==> config.mk <==
export PLATFORM = sky130hd
export DESIGN_NAME = eai_divider
export DESIGN_NICKNAME = d
export VERILOG_FILES = /design/src/sv/eai_pkg.sv /design/src/sv/eai_divider.sv
export SDC_FILE = /design/constraint.sdc
export NUM_CORES = 2
export LEC_CHECK = 0
export ABC_AREA = 1
export BUFFER_PORTS_ARGS = -buffer_cell sky130_fd_sc_hd__buf_2
export CAP_MARGIN = 10
export CORE_MARGIN = 4
export CORE_UTILIZATION = 25
export DETAILED_ROUTE_END_ITERATION = 7
export PLACE_DENSITY = 0.46
export SLEW_MARGIN = 20
export SYNTH_ARGS = -nofsm -noshare
export SYNTH_HDL_FRONTEND = slang
export SYNTH_SLANG_ARGS = --single-unit
==> constraint.sdc <==
create_clock -name clock -period 2.5 [get_ports clock]
set_input_delay 0.25 -clock clock [delete_from_list [all_inputs] [get_ports clock]]
set_output_delay 0.25 -clock clock [all_outputs]
set_load 0.005 [all_outputs]
==> src/sv/eai_pkg.sv <==
`timescale 1ns / 1ps
// ============================================================================
// Eased animation interpolator package
// Shared widths, fixed-point constants, codes and the record carried along
// the pipeline.
// ============================================================================
package eai_pkg;

   localparam int FRAC_BITS = 16;
   localparam int PROG_W    = FRAC_BITS + 1;      // Q1.FRAC_BITS progress
   localparam int SQ_W      = 2 * PROG_W;
   localparam int DIFF_W    = 33;
   localparam int PROD_W    = DIFF_W + PROG_W + 1;

   localparam logic [PROG_W-1:0] ONE_Q  = PROG_W'(1) << FRAC_BITS;
   localparam logic [PROG_W-1:0] HALF_Q = ONE_Q >> 1;

   localparam logic [31:0] VALUE_MAX = 32'h7FFF_FFFF;
   localparam logic [31:0] VALUE_MIN = 32'h8000_0000;

   localparam logic [1:0] EASE_LINEAR = 2'd0;
   localparam logic [1:0] EASE_IN     = 2'd1;
   localparam logic [1:0] EASE_OUT    = 2'd2;
   localparam logic [1:0] EASE_IN_OUT = 2'd3;

   localparam logic [3:0] PROP_X = 4'd0;
   localparam logic [3:0] PROP_Y = 4'd1;

   typedef struct packed {
      logic signed [31:0] from_value;
      logic signed [31:0] to_value;
      logic [1:0]         easing_kind;
      logic [3:0]         property_code;
      logic [9:0]         node_index;
      logic signed [31:0] node_base;
      logic               was_reported;
      logic               finished;
   } eai_side_type;

endpackage

==> src/sv/eai_divider.sv <==
`timescale 1ns / 1ps
// ============================================================================
// Progress divider
// Restoring divider, one quotient bit per register stage, giving
// floor(elapsed * 2^FRAC_BITS / span) for elapsed below span.
// ============================================================================
module eai_divider (
   input  logic                          clock,
   input  logic                          reset,
   input  logic                          enable,
   input  logic                          in_valid,
   input  logic [31:0]                   in_elapsed,
   input  logic [31:0]                   in_span,
   input  eai_pkg::eai_side_type         in_side,
   output logic                          out_valid,
   output logic [eai_pkg::FRAC_BITS-1:0] out_quotient,
   output eai_pkg::eai_side_type         out_side
);
   import eai_pkg::*;

   logic                 valid_ff [FRAC_BITS];
   logic [31:0]          rem_ff   [FRAC_BITS];
   logic [31:0]          span_ff  [FRAC_BITS];
   logic [FRAC_BITS-1:0] quo_ff   [FRAC_BITS];
   eai_side_type         side_ff  [FRAC_BITS];

   for (genvar k = 0; k < FRAC_BITS; k++) begin : g_step
      logic                 src_valid;
      logic [31:0]          src_rem;
      logic [31:0]          src_span;
      logic [FRAC_BITS-1:0] src_quo;
      eai_side_type         src_side;
      logic [33:0]          trial;
      logic                 fits;
      logic [31:0]          rem_in;
      logic [FRAC_BITS-1:0] quo_in;

      if (k == 0) begin : g_first
         assign src_valid = in_valid;
         assign src_rem   = in_elapsed;
         assign src_span  = in_span;
         assign src_quo   = '0;
         assign src_side  = in_side;
      end else begin : g_next
         assign src_valid = valid_ff[k-1];
         assign src_rem   = rem_ff[k-1];
         assign src_span  = span_ff[k-1];
         assign src_quo   = quo_ff[k-1];
         assign src_side  = side_ff[k-1];
      end

      // The remainder stays below the divisor, so the shifted trial fits 33 bits.
      assign trial  = {1'b0, src_rem, 1'b0} - {2'b00, src_span};
      assign fits   = ~trial[33];
      assign rem_in = fits ? trial[31:0] : {src_rem[30:0], 1'b0};
      assign quo_in = {src_quo[FRAC_BITS-2:0], fits};

      always_ff @(posedge clock) begin
         if (reset) begin
            valid_ff[k] <= 1'b0;
         end else if (enable) begin
            valid_ff[k] <= src_valid;
         end
      end

      always_ff @(posedge clock) begin
         if (enable) begin
            rem_ff[k]  <= rem_in;
            span_ff[k] <= src_span;
            quo_ff[k]  <= quo_in;
            side_ff[k] <= src_side;
         end
      end
   end

   assign out_valid    = valid_ff[FRAC_BITS-1];
   assign out_quotient = quo_ff[FRAC_BITS-1];
   assign out_side     = side_ff[FRAC_BITS-1];

endmodule

==> flow_summary.ini <==
[outcome]
outcome = finished clean

[critical_path]
worstSetupPathType = reg2reg
crit_path_frequent_cell = nand2_1
cp_slowest_cell = edfxtp_1
startpoint_type = register
worstSetupEndpointType = register
worst-endpoint-arrival_ns = 3.10
crit_chain = ha_2 -> nand2_1 -> nor2_1 -> nand2_1 -> nor2_2 -> nor2_4 -> buf_6 -> buf_12 -> nand3_1 -> nand2_1
crit_required_ns = 3.17
critical_path.max_stage_delay_ns = 0.47
cp_max_fo = 17

[worst_hold_path]
hp-class = in2reg

[synth]
yosys_warnings = 0
synth-main-ff-cell = edfxtp_1
yosysSeqAreaShare = 0.653
avgSynthCellArea_um2 = 10.6
synth_edf_count = 2936
synth_cells = 12700
async_reset_ff_frac = 0
ys_seq_elements = 2936
synth_cell_types = 37
synth_area_um2 = 135000
syn_nets = 13400

[clocking]
clock_path_buffers = 4
clk_pin_slew_ns = 0.06
cts_sinks = 2936
cts_tree = done
cts_root_buf = clkbuf_16
numCtsBuffers = 343
htreeDepth = 5
worstSkewPairLatency_ns = 0.98

[drt]
drt.antenna.violating_nets = 0
drt_iter0_drc = 4806
routed_wl_um = 336000
wire_per_inst_um = 15.6
vias = 87100
viasPerCell = 4.03
firstDrtPassIters = 6
remaining_drc_errors = 0

[layout]
final_nets = 14900
ff_latch_area_um2 = 88200
post-route-cell-area_um2 = 166000
drive_gt1_frac = 0.129
fillers = 55400
final_cell_mix = 4104 x nand2_1, 2936 x edfxtp_1, 2261 x inv_1, 895 x nand3_1, 545 x nor2_1
syn2layout_area_growth_pct = 22.7
multiInputGateArea_um2 = 38100
final_common_cell = nand2_1

[timing]
max-slew-margin-rel = 0.429
slew_violations = 0
hold_viol = 0
period_share = 0.972
final.min_clock_period_ns = 2.43
fin_worst_skew_ns = 0.0654
worstMarginPinSlew_ns = 0.856
timing.hold.ws_ns = 0.114
finalSetupViolations = 0
rsz0062_at_grt = yes
max_freq_mhz = 411

[global_routing]
overflow = 0
grt.total_usage = 0.119
grt_pass1_wl_um = 514000
antenna_found_initial = 2
grt_pass1_vias = 89000
grt_max_degree = 161

[placement]
gp_congestion = 0.893
detailed_place_hpwl_um = 254000
port_buffers = 312
placed_cell_area_um2 = 150000

[floorplan]
die_h_um = 743
pin_count = 313
start_util = 0.251
fp.dieW_um = 743
core.rowCount = 269
dieArea_um2 = 552000
core_um2 = 538000

[power_and_ir_drop]
power_density_nw_per_um2 = 1080
leakage_nw = 72.5
max-vdd-ir-drop_uv = 608
fin_total_pwr_w = 0.179

[job]
maxCapViolations = 0
## path summary, 6_finish.rpt
path                             startpoint                        end  slack [ns]  cells after the start
setup / recovery    rem_ff[3][57]$_DFFE_PP_     rem_ff[4][7]$_DFFE_PP_        0.07                     10
hold / removal                 in_side[105]  side_ff[0][105]$_DFFE_PP_        0.11                      2
setup reg to reg    rem_ff[3][57]$_DFFE_PP_     rem_ff[4][7]$_DFFE_PP_        0.07                     10
hold reg to reg   side_ff[1][229]$_DFFE_PP_  side_ff[1][343]$_DFFE_PP_        0.37                      0
## power by group
group / total (W) / internal [W] / switching [W]
combinational: 0.0620 / 0.0225 / 0.0395
sequential: 0.0674 / 0.0634 / 0.00403
clock: 0.0498 / 0.0289 / 0.0210
total: 0.179 / 0.115 / 0.0645
## cell usage after synthesis, drive strengths merged, types with 15 or more instances
master  count  area, µm²
nand2    4231      16200
edfxtp   2936      88200
inv      2267       8510
nand3    1007       5590
nor2      644       2620
ha        496       6210
a21oi     324       1680
xor2      203       1780
buf       143       1070
and2      136        851
nand4      92        576
nand3b     90        676
nor3       70        365
o21ai      19       95.1
and3       15       93.8
fa         15        300
o21bai     15        113
## flip-flops by register name, summed over array words and instances, names as in the netlist
signal and flops:
span_ff 480, quo_ff 136, side_ff 1824, valid_ff 16
rem_ff 480
## layout make-up
type,instances,area share
flip-flops and latches,2936,0.532
clock inverters,210,0.0152
inverters,2267,0.0513
repair buffers,1251,0.0643
well taps,7181,0.0542
diodes,2,0.0000302
multi-input cells,7378,0.230
clock buffers,394,0.0529
## cells by family (layout without fill, tap and decap cells)
| group | count (synthesis) | after routing | synth area share |
|---|---|---|---|
| flip-flops | 2936 | 2936 | 0.653 |
| buffers and inverters | 2411 | 4122 | 0.0710 |
| AND/OR/NAND/NOR | 6295 | 6296 | 0.200 |
| other | 0 | 2 | 0 |
| AO/OA/AOI/OAI | 361 | 361 | 0.0141 |
| XOR/XNOR | 210 | 210 | 0.0136 |
| adder cells (fa/ha/maj) | 511 | 511 | 0.0482 |
## routing by layer
metal / vias up / track usage / part of all wire
li1: 44500 / - / -
met4: 0 / 0.0524 / 0.048
met3: 712 / 0.0147 / 0.029
met2: 1299 / 0.221 / 0.51
met1: 40600 / 0.137 / 0.41
met5: - / 0 / 0
## worst max-delay path: cells and delay by family (launching register included)
| family | cells | cell delay [ns] |
|---|---|---|
| fa+ha+maj | 1 | 0.43 |
| simple gates | 7 | 0.94 |
| buf+inv | 2 | 0.29 |
| flops | 1 | 0.47 |
## through the flow
stage	setup TNS [ns]	setup slack, ns	util	instances
3_3_place_gp	-2.38	-0.152	0.278	20600
6_report	0	0.0692	0.308	21600
5_1_grt	-0.199	-0.0260	0.308	21600
3_5_place_dp	-2.40	-0.162	0.278	20600
2_1_floorplan	0	0.555	-	12700
4_1_cts	0	0.000202	0.306	21500
## timing repair
item	in CTS	in global routing
hold buffers	331	0
hold endpoints to repair	595	0
resized for setup	23	188
setup endpoints to repair	60	325
cloned	0	1
buffers inserted	14	73
pin swaps	0	24
Power figures use the tool's default switching activity.
